[config.mk]
export PLATFORM = sky130hd
export DESIGN_NAME = aes_ctrl
export DESIGN_NICKNAME = d
export VERILOG_FILES = /design/src/rtl/aes_pkg.sv /design/src/rtl/aes_ctrl.sv
export VERILOG_INCLUDE_DIRS = /design/src /design/src/rtl
export SDC_FILE = /design/constraint.sdc
export NUM_CORES = 1
export LEC_CHECK = 0
export BUFFER_PORTS_ARGS = -buffer_cell sky130_fd_sc_hd__buf_4
export CAP_MARGIN = 20
export CORE_MARGIN = 5
export CORE_UTILIZATION = 30
export DETAILED_ROUTE_END_ITERATION = 10
export PLACE_DENSITY = 0.54
export RECOVER_POWER = 25
export SLEW_MARGIN = 15
export SYNTH_ARGS = -nofsm -noshare
export SYNTH_HDL_FRONTEND = slang
export SYNTH_SLANG_ARGS = --single-unit
[constraint.sdc]
create_clock -name clk -period 1.23 [get_ports clk]
set_input_delay 0.0615 -clock clk [delete_from_list [all_inputs] [get_ports clk]]
set_output_delay 0.0615 -clock clk [all_outputs]
set_load 0.01 [all_outputs]
[src/rtl/aes128_block_cipher_core_defines.svh]
// ----------------------------------------------------------------------------
// aes128_block_cipher_core_defines
// Assertion macros shared by the AES-128 core.
// ----------------------------------------------------------------------------
`ifndef AES128_BLOCK_CIPHER_CORE_DEFINES_SVH
`define AES128_BLOCK_CIPHER_CORE_DEFINES_SVH

// Implication checked at every edge out of reset.
`define AES_ASSERT_IMP(label, clk, rst, ante, cons, msg) \
  label: assert property (@(posedge clk) disable iff (rst) (ante) |-> (cons)) \
    else $error(msg);

// Implication with the consequent checked in the cycle after the antecedent.
`define AES_ASSERT_NEXT(label, clk, rst, ante, cons, msg) \
  label: assert property (@(posedge clk) disable iff (rst) (ante) |=> (cons)) \
    else $error(msg);

`endif

[src/rtl/aes_pkg.sv]
// ----------------------------------------------------------------------------
// aes_pkg
// Shared constants, types and GF(2^8) helpers for the AES-128 core.
// ----------------------------------------------------------------------------
package aes_pkg;

  localparam int NumRounds = 10;
  localparam int KeyWords  = 4 * (NumRounds + 1);

  localparam logic [0:0] CMD_ENCRYPT = 1'b0;
  localparam logic [0:0] CMD_DECRYPT = 1'b1;

  localparam logic [7:0] GF_POLY = 8'h1b;

  // Controller to datapath.
  typedef struct packed {
    logic load;       // take a new block
    logic first;      // apply the first round key
    logic round;      // run one full middle round
    logic last;       // run the final round into the result register
    logic kx_start;   // begin key expansion
    logic kx_step;    // produce one expanded word
  } aes_cmd_t;

  function automatic logic [7:0] xtime(input logic [7:0] x);
    xtime = {x[6:0], 1'b0} ^ (x[7] ? GF_POLY : 8'h00);
  endfunction

  function automatic logic [7:0] gmul(input logic [7:0] a, input logic [7:0] b);
    logic [7:0] acc;
    logic [7:0] t;
    acc = 8'h00;
    t   = a;
    for (int n = 0; n < 4; n++) begin
      if (b[n]) acc = acc ^ t;
      t = xtime(t);
    end
    gmul = acc;
  endfunction

  function automatic logic [7:0] sbox(input logic [7:0] x);
    logic [7:0] t [256];
    t = '{
      8'h63,8'h7c,8'h77,8'h7b,8'hf2,8'h6b,8'h6f,8'hc5,8'h30,8'h01,8'h67,8'h2b,8'hfe,8'hd7,8'hab,8'h76,
      8'hca,8'h82,8'hc9,8'h7d,8'hfa,8'h59,8'h47,8'hf0,8'had,8'hd4,8'ha2,8'haf,8'h9c,8'ha4,8'h72,8'hc0,
      8'hb7,8'hfd,8'h93,8'h26,8'h36,8'h3f,8'hf7,8'hcc,8'h34,8'ha5,8'he5,8'hf1,8'h71,8'hd8,8'h31,8'h15,
      8'h04,8'hc7,8'h23,8'hc3,8'h18,8'h96,8'h05,8'h9a,8'h07,8'h12,8'h80,8'he2,8'heb,8'h27,8'hb2,8'h75,
      8'h09,8'h83,8'h2c,8'h1a,8'h1b,8'h6e,8'h5a,8'ha0,8'h52,8'h3b,8'hd6,8'hb3,8'h29,8'he3,8'h2f,8'h84,
      8'h53,8'hd1,8'h00,8'hed,8'h20,8'hfc,8'hb1,8'h5b,8'h6a,8'hcb,8'hbe,8'h39,8'h4a,8'h4c,8'h58,8'hcf,
      8'hd0,8'hef,8'haa,8'hfb,8'h43,8'h4d,8'h33,8'h85,8'h45,8'hf9,8'h02,8'h7f,8'h50,8'h3c,8'h9f,8'ha8,
      8'h51,8'ha3,8'h40,8'h8f,8'h92,8'h9d,8'h38,8'hf5,8'hbc,8'hb6,8'hda,8'h21,8'h10,8'hff,8'hf3,8'hd2,
      8'hcd,8'h0c,8'h13,8'hec,8'h5f,8'h97,8'h44,8'h17,8'hc4,8'ha7,8'h7e,8'h3d,8'h64,8'h5d,8'h19,8'h73,
      8'h60,8'h81,8'h4f,8'hdc,8'h22,8'h2a,8'h90,8'h88,8'h46,8'hee,8'hb8,8'h14,8'hde,8'h5e,8'h0b,8'hdb,
      8'he0,8'h32,8'h3a,8'h0a,8'h49,8'h06,8'h24,8'h5c,8'hc2,8'hd3,8'hac,8'h62,8'h91,8'h95,8'he4,8'h79,
      8'he7,8'hc8,8'h37,8'h6d,8'h8d,8'hd5,8'h4e,8'ha9,8'h6c,8'h56,8'hf4,8'hea,8'h65,8'h7a,8'hae,8'h08,
      8'hba,8'h78,8'h25,8'h2e,8'h1c,8'ha6,8'hb4,8'hc6,8'he8,8'hdd,8'h74,8'h1f,8'h4b,8'hbd,8'h8b,8'h8a,
      8'h70,8'h3e,8'hb5,8'h66,8'h48,8'h03,8'hf6,8'h0e,8'h61,8'h35,8'h57,8'hb9,8'h86,8'hc1,8'h1d,8'h9e,
      8'he1,8'hf8,8'h98,8'h11,8'h69,8'hd9,8'h8e,8'h94,8'h9b,8'h1e,8'h87,8'he9,8'hce,8'h55,8'h28,8'hdf,
      8'h8c,8'ha1,8'h89,8'h0d,8'hbf,8'he6,8'h42,8'h68,8'h41,8'h99,8'h2d,8'h0f,8'hb0,8'h54,8'hbb,8'h16};
    sbox = t[x];
  endfunction

  function automatic logic [7:0] inv_sbox(input logic [7:0] x);
    logic [7:0] t [256];
    t = '{
      8'h52,8'h09,8'h6a,8'hd5,8'h30,8'h36,8'ha5,8'h38,8'hbf,8'h40,8'ha3,8'h9e,8'h81,8'hf3,8'hd7,8'hfb,
      8'h7c,8'he3,8'h39,8'h82,8'h9b,8'h2f,8'hff,8'h87,8'h34,8'h8e,8'h43,8'h44,8'hc4,8'hde,8'he9,8'hcb,
      8'h54,8'h7b,8'h94,8'h32,8'ha6,8'hc2,8'h23,8'h3d,8'hee,8'h4c,8'h95,8'h0b,8'h42,8'hfa,8'hc3,8'h4e,
      8'h08,8'h2e,8'ha1,8'h66,8'h28,8'hd9,8'h24,8'hb2,8'h76,8'h5b,8'ha2,8'h49,8'h6d,8'h8b,8'hd1,8'h25,
      8'h72,8'hf8,8'hf6,8'h64,8'h86,8'h68,8'h98,8'h16,8'hd4,8'ha4,8'h5c,8'hcc,8'h5d,8'h65,8'hb6,8'h92,
      8'h6c,8'h70,8'h48,8'h50,8'hfd,8'hed,8'hb9,8'hda,8'h5e,8'h15,8'h46,8'h57,8'ha7,8'h8d,8'h9d,8'h84,
      8'h90,8'hd8,8'hab,8'h00,8'h8c,8'hbc,8'hd3,8'h0a,8'hf7,8'he4,8'h58,8'h05,8'hb8,8'hb3,8'h45,8'h06,
      8'hd0,8'h2c,8'h1e,8'h8f,8'hca,8'h3f,8'h0f,8'h02,8'hc1,8'haf,8'hbd,8'h03,8'h01,8'h13,8'h8a,8'h6b,
      8'h3a,8'h91,8'h11,8'h41,8'h4f,8'h67,8'hdc,8'hea,8'h97,8'hf2,8'hcf,8'hce,8'hf0,8'hb4,8'he6,8'h73,
      8'h96,8'hac,8'h74,8'h22,8'he7,8'had,8'h35,8'h85,8'he2,8'hf9,8'h37,8'he8,8'h1c,8'h75,8'hdf,8'h6e,
      8'h47,8'hf1,8'h1a,8'h71,8'h1d,8'h29,8'hc5,8'h89,8'h6f,8'hb7,8'h62,8'h0e,8'haa,8'h18,8'hbe,8'h1b,
      8'hfc,8'h56,8'h3e,8'h4b,8'hc6,8'hd2,8'h79,8'h20,8'h9a,8'hdb,8'hc0,8'hfe,8'h78,8'hcd,8'h5a,8'hf4,
      8'h1f,8'hdd,8'ha8,8'h33,8'h88,8'h07,8'hc7,8'h31,8'hb1,8'h12,8'h10,8'h59,8'h27,8'h80,8'hec,8'h5f,
      8'h60,8'h51,8'h7f,8'ha9,8'h19,8'hb5,8'h4a,8'h0d,8'h2d,8'he5,8'h7a,8'h9f,8'h93,8'hc9,8'h9c,8'hef,
      8'ha0,8'he0,8'h3b,8'h4d,8'hae,8'h2a,8'hf5,8'hb0,8'hc8,8'heb,8'hbb,8'h3c,8'h83,8'h53,8'h99,8'h61,
      8'h17,8'h2b,8'h04,8'h7e,8'hba,8'h77,8'hd6,8'h26,8'he1,8'h69,8'h14,8'h63,8'h55,8'h21,8'h0c,8'h7d};
    inv_sbox = t[x];
  endfunction

endpackage

[src/rtl/aes_ctrl.sv]
// ----------------------------------------------------------------------------
// aes_ctrl
// Sequencer for key expansion and the round loop, and the result valid flag.
// ----------------------------------------------------------------------------
`include "aes128_block_cipher_core_defines.svh"

module aes_ctrl #(
  parameter int NUM_ROUNDS = aes_pkg::NumRounds
) (
  input  logic                                 clk,
  input  logic                                 rst,
  input  logic                                 key_write,
  input  logic                                 in_valid,
  input  logic                                 in_command,
  output logic                                 in_ready,
  output logic                                 out_valid,
  input  logic                                 out_ready,
  output aes_pkg::aes_cmd_t                    cmd,
  output logic [$clog2(4*(NUM_ROUNDS+1))-1:0]  kx_idx,
  output logic [$clog2(NUM_ROUNDS+1)-1:0]      rk_sel
);

  localparam int NumWords = 4 * (NUM_ROUNDS + 1);
  localparam int WordIdxW = $clog2(NumWords);
  localparam int RoundW   = $clog2(NUM_ROUNDS + 1);

  localparam logic [2:0] S_IDLE  = 3'd0;
  localparam logic [2:0] S_KEY   = 3'd1;
  localparam logic [2:0] S_FIRST = 3'd2;
  localparam logic [2:0] S_ROUND = 3'd3;
  localparam logic [2:0] S_LAST  = 3'd4;

  logic [2:0]          fsm, fsm_next;
  logic [RoundW-1:0]   rnd, rnd_next;
  logic [WordIdxW-1:0] kx_next;
  logic                dec;
  logic                kx_pend;

  // rk_sel is the round whose key the registered read presents next cycle.
  always_comb begin
    fsm_next = fsm;
    rnd_next = rnd;
    kx_next  = kx_idx;
    cmd      = '0;
    rk_sel   = rnd;
    in_ready = 1'b0;
    case (fsm)
      S_IDLE: begin
        in_ready = !kx_pend;
        rk_sel   = (in_command == aes_pkg::CMD_DECRYPT) ? RoundW'(NUM_ROUNDS) : '0;
        if (kx_pend) begin
          cmd.kx_start = 1'b1;
          kx_next  = WordIdxW'(4);
          fsm_next = S_KEY;
        end else if (in_valid && in_ready) begin
          cmd.load = 1'b1;
          fsm_next = S_FIRST;
        end
      end
      S_KEY: begin
        cmd.kx_step = 1'b1;
        kx_next = kx_idx + WordIdxW'(1);
        if (kx_idx == WordIdxW'(NumWords - 1)) fsm_next = S_IDLE;
      end
      S_FIRST: begin
        cmd.first = 1'b1;
        rnd_next = dec ? RoundW'(NUM_ROUNDS - 1) : RoundW'(1);
        rk_sel   = rnd_next;
        fsm_next = S_ROUND;
      end
      S_ROUND: begin
        cmd.round = 1'b1;
        rnd_next = dec ? rnd - RoundW'(1) : rnd + RoundW'(1);
        rk_sel   = rnd_next;
        if ((dec && rnd == RoundW'(1)) || (!dec && rnd == RoundW'(NUM_ROUNDS - 1)))
          fsm_next = S_LAST;
      end
      S_LAST: begin
        // Final round waits while the previous result is still unread.
        if (!out_valid || out_ready) begin
          cmd.last = 1'b1;
          fsm_next = S_IDLE;
        end
      end
      default: fsm_next = S_IDLE;
    endcase
  end

  always_ff @(posedge clk) begin
    if (rst) begin
      fsm       <= S_IDLE;
      rnd       <= '0;
      kx_idx    <= '0;
      dec       <= 1'b0;
      kx_pend   <= 1'b0;
      out_valid <= 1'b0;
    end else begin
      fsm    <= fsm_next;
      rnd    <= rnd_next;
      kx_idx <= kx_next;
      if (key_write) kx_pend <= 1'b1;
      else if (cmd.kx_start) kx_pend <= 1'b0;
      if (cmd.load) dec <= in_command;
      if (cmd.last) out_valid <= 1'b1;
      else if (out_ready) out_valid <= 1'b0;
    end
  end

  `AES_ASSERT_IMP(a_ready_idle, clk, rst, in_ready, fsm == S_IDLE && !kx_pend, "ready while busy")
  `AES_ASSERT_NEXT(a_last_valid, clk, rst, cmd.last, out_valid, "result not shown after last round")
  `AES_ASSERT_IMP(a_last_free, clk, rst, cmd.last, !out_valid || out_ready, "result overwritten")
  `AES_ASSERT_IMP(a_one_cmd, clk, rst, 1'b1, $onehot0(cmd), "datapath commands overlap")
  `AES_ASSERT_IMP(a_rnd_range, clk, rst, fsm == S_ROUND, rnd != '0 && rnd < RoundW'(NUM_ROUNDS), "round out of range")

endmodule

==> impl_metrics.env <==
export IMPL_grt_pass1_vias=1395
export IMPL_crit_path_end_kind="output pin"
export IMPL_vdd_drop_max_uv=745
export IMPL_tightestPinTransition_ns=0.388
export IMPL_hold_start="key_write"
export IMPL_p_per_area_mw_per_mm2=1090
export IMPL_ios=24
export IMPL_required_ns=1.17
export IMPL_whs_ns=0.0164
export IMPL_setup_violations_final=23
export IMPL_clk_insertion_delay_late_ns=0.26
export IMPL_netlist_area_sq_mm=0.00110
export IMPL_worstSetupPathType="flip-flop to output pin"
export IMPL_r2r_start="fsm[0]"
export IMPL_antenna_left=0
export IMPL_maxSlewHeadroom_pct=74.0
export IMPL_async_reset_ff_share_pct=0
export IMPL_dp_cells=231
export IMPL_htreeDepth=1
export IMPL_die_area_sq_mm=0.00499
export IMPL_fmax_ghz=0.629
export IMPL_gp_congestion=0.865
export IMPL_ctsHoldBuffers=0
export IMPL_portBuffers=23
export IMPL_ys_seq_elements=16
export IMPL_rows=22
export IMPL_slew_viol_final=0
export IMPL_yosysWarnings=0
export IMPL_clk_pin_slew_ns=0.08
export IMPL_drc=0
export IMPL_clock_path_buffers=2
export IMPL_skew_ns=0.0105
export IMPL_num_vias=1331
export IMPL_stdcell_count=261
export IMPL_finalCritPeriodShare_pct=129
export IMPL_p_leak_nw=0.937
export IMPL_die_w_um=70.6
export IMPL_syn_to_final_growth_pct=100
export IMPL_grt_total_usage_pct=16.1
export IMPL_arrival_ns=1.53
export IMPL_synth_edf_count=0
export IMPL_violations="negative setup slack"
export IMPL_dr_pass1_iters=4
export IMPL_synth_seq_area_share_pct=29.1
export IMPL_start_util_pct=30.6
export IMPL_grt_max_degree=12
export IMPL_fin_util_pct=61.1
export IMPL_grt_pass1_wl_mm=6.57
export IMPL_worst_slack_ns=-0.359
export IMPL_routed_wl_mm=3.94
export IMPL_drt_iter0_markers=65
export IMPL_hold_viol_final=0
export IMPL_synthCells=136
export IMPL_outcome="finished with violations"
export IMPL_synth_area_per_cell_sq_um=8.11
export IMPL_drive_gt1_share_pct=63.4
export IMPL_rsz0062_at_grt="true"
export IMPL_drv_cap=0
export IMPL_layout_nets=224
export IMPL_cts_tree="yes"
export IMPL_cts_buffers=3
export IMPL_min_path_type="input pin to flip-flop"
export IMPL_wl_per_cell_um=15.1
export IMPL_syn_num_nets=146
export IMPL_antenna_cells=0
export IMPL_synth_main_ff_cell="dfxtp_1"
export IMPL_root_buffer="clkbuf_8"
export IMPL_cp_max_fo=5
export IMPL_yosysUniqueCellTypes=46
export IMPL_crit_start="rnd[0]"
export IMPL_core_area_sq_mm=0.00361
export IMPL_min_period_ns=1.59
export IMPL_place_hpwl_mm=2.53
export IMPL_overflow=0
export IMPL_cts_sinks=16
export IMPL_fp_dieH_um=70.6
export IMPL_worstSetupStartpointType="flip-flop"
export IMPL_viasPerCell=5.10
export IMPL_antenna_found_initial=0
==> power breakdown <==
group          leakage [nW]  total [mW]  internal [mW]  switching (mW)
clock network        0.0288       0.493          0.285           0.208
registers             0.135       0.638          0.567          0.0709
logic                 0.773        1.28          0.741           0.535
total                 0.937        2.41           1.59           0.814
==> routing by layer <==
layer  global-route usage, %  routed length, um
met5                       0                  0
met1                    18.3               1600
met4                    1.88                 11
met2                    31.1               2170
met3                    4.12                157
==> worst max-delay path, stage by stage (launching register included) <==
cell and delay [ns]:
dfxtp_4 0.37, buf_6 0.12, nor4b_4 0.20, buf_4 0.16
o2111ai_2 0.09, nor3b_2 0.17, buf_4 0.15
==> registers in the layout (all words and copies together), names as in the netlist <==
name,count
fsm,3
rnd,4
kx_idx,6
out_valid,1
kx_pend,1
dec,1
==> cells in the mapped netlist, types with 2 or more instances <==
library cell / n / area, sq um
or3b_1: 2 / 17.5
a21oi_1: 8 / 40.0
nand2b_1: 4 / 25.0
nand3_1: 4 / 20.0
o211ai_1: 2 / 15.0
a21o_1: 2 / 15.0
clkbuf_1: 4 / 15.0
a22oi_1: 3 / 22.5
ha_1: 4 / 50.1
nor4_1: 3 / 18.8
dfxtp_1: 16 / 320
mux2i_1: 2 / 20.0
or4_1: 3 / 22.5
or3_1: 3 / 18.8
buf_2: 4 / 20.0
nand2_1: 7 / 26.3
inv_1: 6 / 22.5
o21ai_1: 5 / 25.0
nor3_1: 3 / 15.0
nor3b_1: 4 / 30.0
and2_1: 3 / 18.8
nor2b_1: 3 / 18.8
nor4b_2: 2 / 30.0
inv_2: 2 / 7.51
buf_4: 3 / 22.5
nor2_1: 9 / 33.8
o31ai_1: 2 / 15.0
o21ai_0: 3 / 15.0
o311ai_1: 3 / 26.3
==> stage by stage <==
step	cell area (sq um)	worst slack (ns)	TNS (ns)	total power, mW
floorplan	1160	-0.0774	-0.200	1.05
global placement	1610	-0.115	-0.425	1.42
detailed placement	1610	-0.118	-0.829	1.42
CTS	2090	-0.368	-3.68	2.28
global route	2200	-0.445	-5.67	2.54
finish	2200	-0.359	-4.06	2.41
==> layout by cell type (no fill, tap or decap), types with 3 or more instances in the layout <==
cell	synthesis	final
nor2b_1	3	3
nand3_1	4	3
dfxtp_4	0	5
or4_1	3	3
buf_6	0	24
a21oi_2	0	3
nor3b_4	0	3
o21ai_1	5	7
a21oi_1	8	5
buf_4	3	55
clkbuf_8	0	4
inv_2	2	3
dfxtp_2	0	4
dfxtp_1	16	7
nor2_1	9	8
nand2_1	7	7
inv_1	6	3
==> repair_timing <==
item	in CTS	in global routing
setup buffers	22	7
endpoints found under the setup margin	23	25
resized for setup	60	19
pin swaps	22	8
==> final cells by class <==
| type | count | area, sq um |
|---|---|---|
| clock buffers | 4 | 55.1 |
| fillers | 309 | 1400 |
| inverters | 8 | 35.0 |
| multi-input cells | 101 | 965 |
| flip-flops and latches | 16 | 344 |
| well taps | 48 | 60.1 |
| repair buffers | 84 | 746 |
==> kinds of logic after synthesis <==
family	count (synthesis)	synth area share [%]
flops	16	29.1
buf+inv	19	7.95
mux	3	2.84
compound gates	34	20.9
xor+xnor	2	1.59
fa+ha+maj	4	4.54
simple gates	58	33.1
==> worst paths after layout <==
check,to,slack [ns],depth (start not counted)
worst min-delay path,kx_pend,0.02,3
worst max-delay path,rk_sel[3],-0.36,6
worst min register to register,rnd[0],0.47,1
worst max register to register,kx_idx[5],-0.22,5
(Power assumes the default switching activity.)
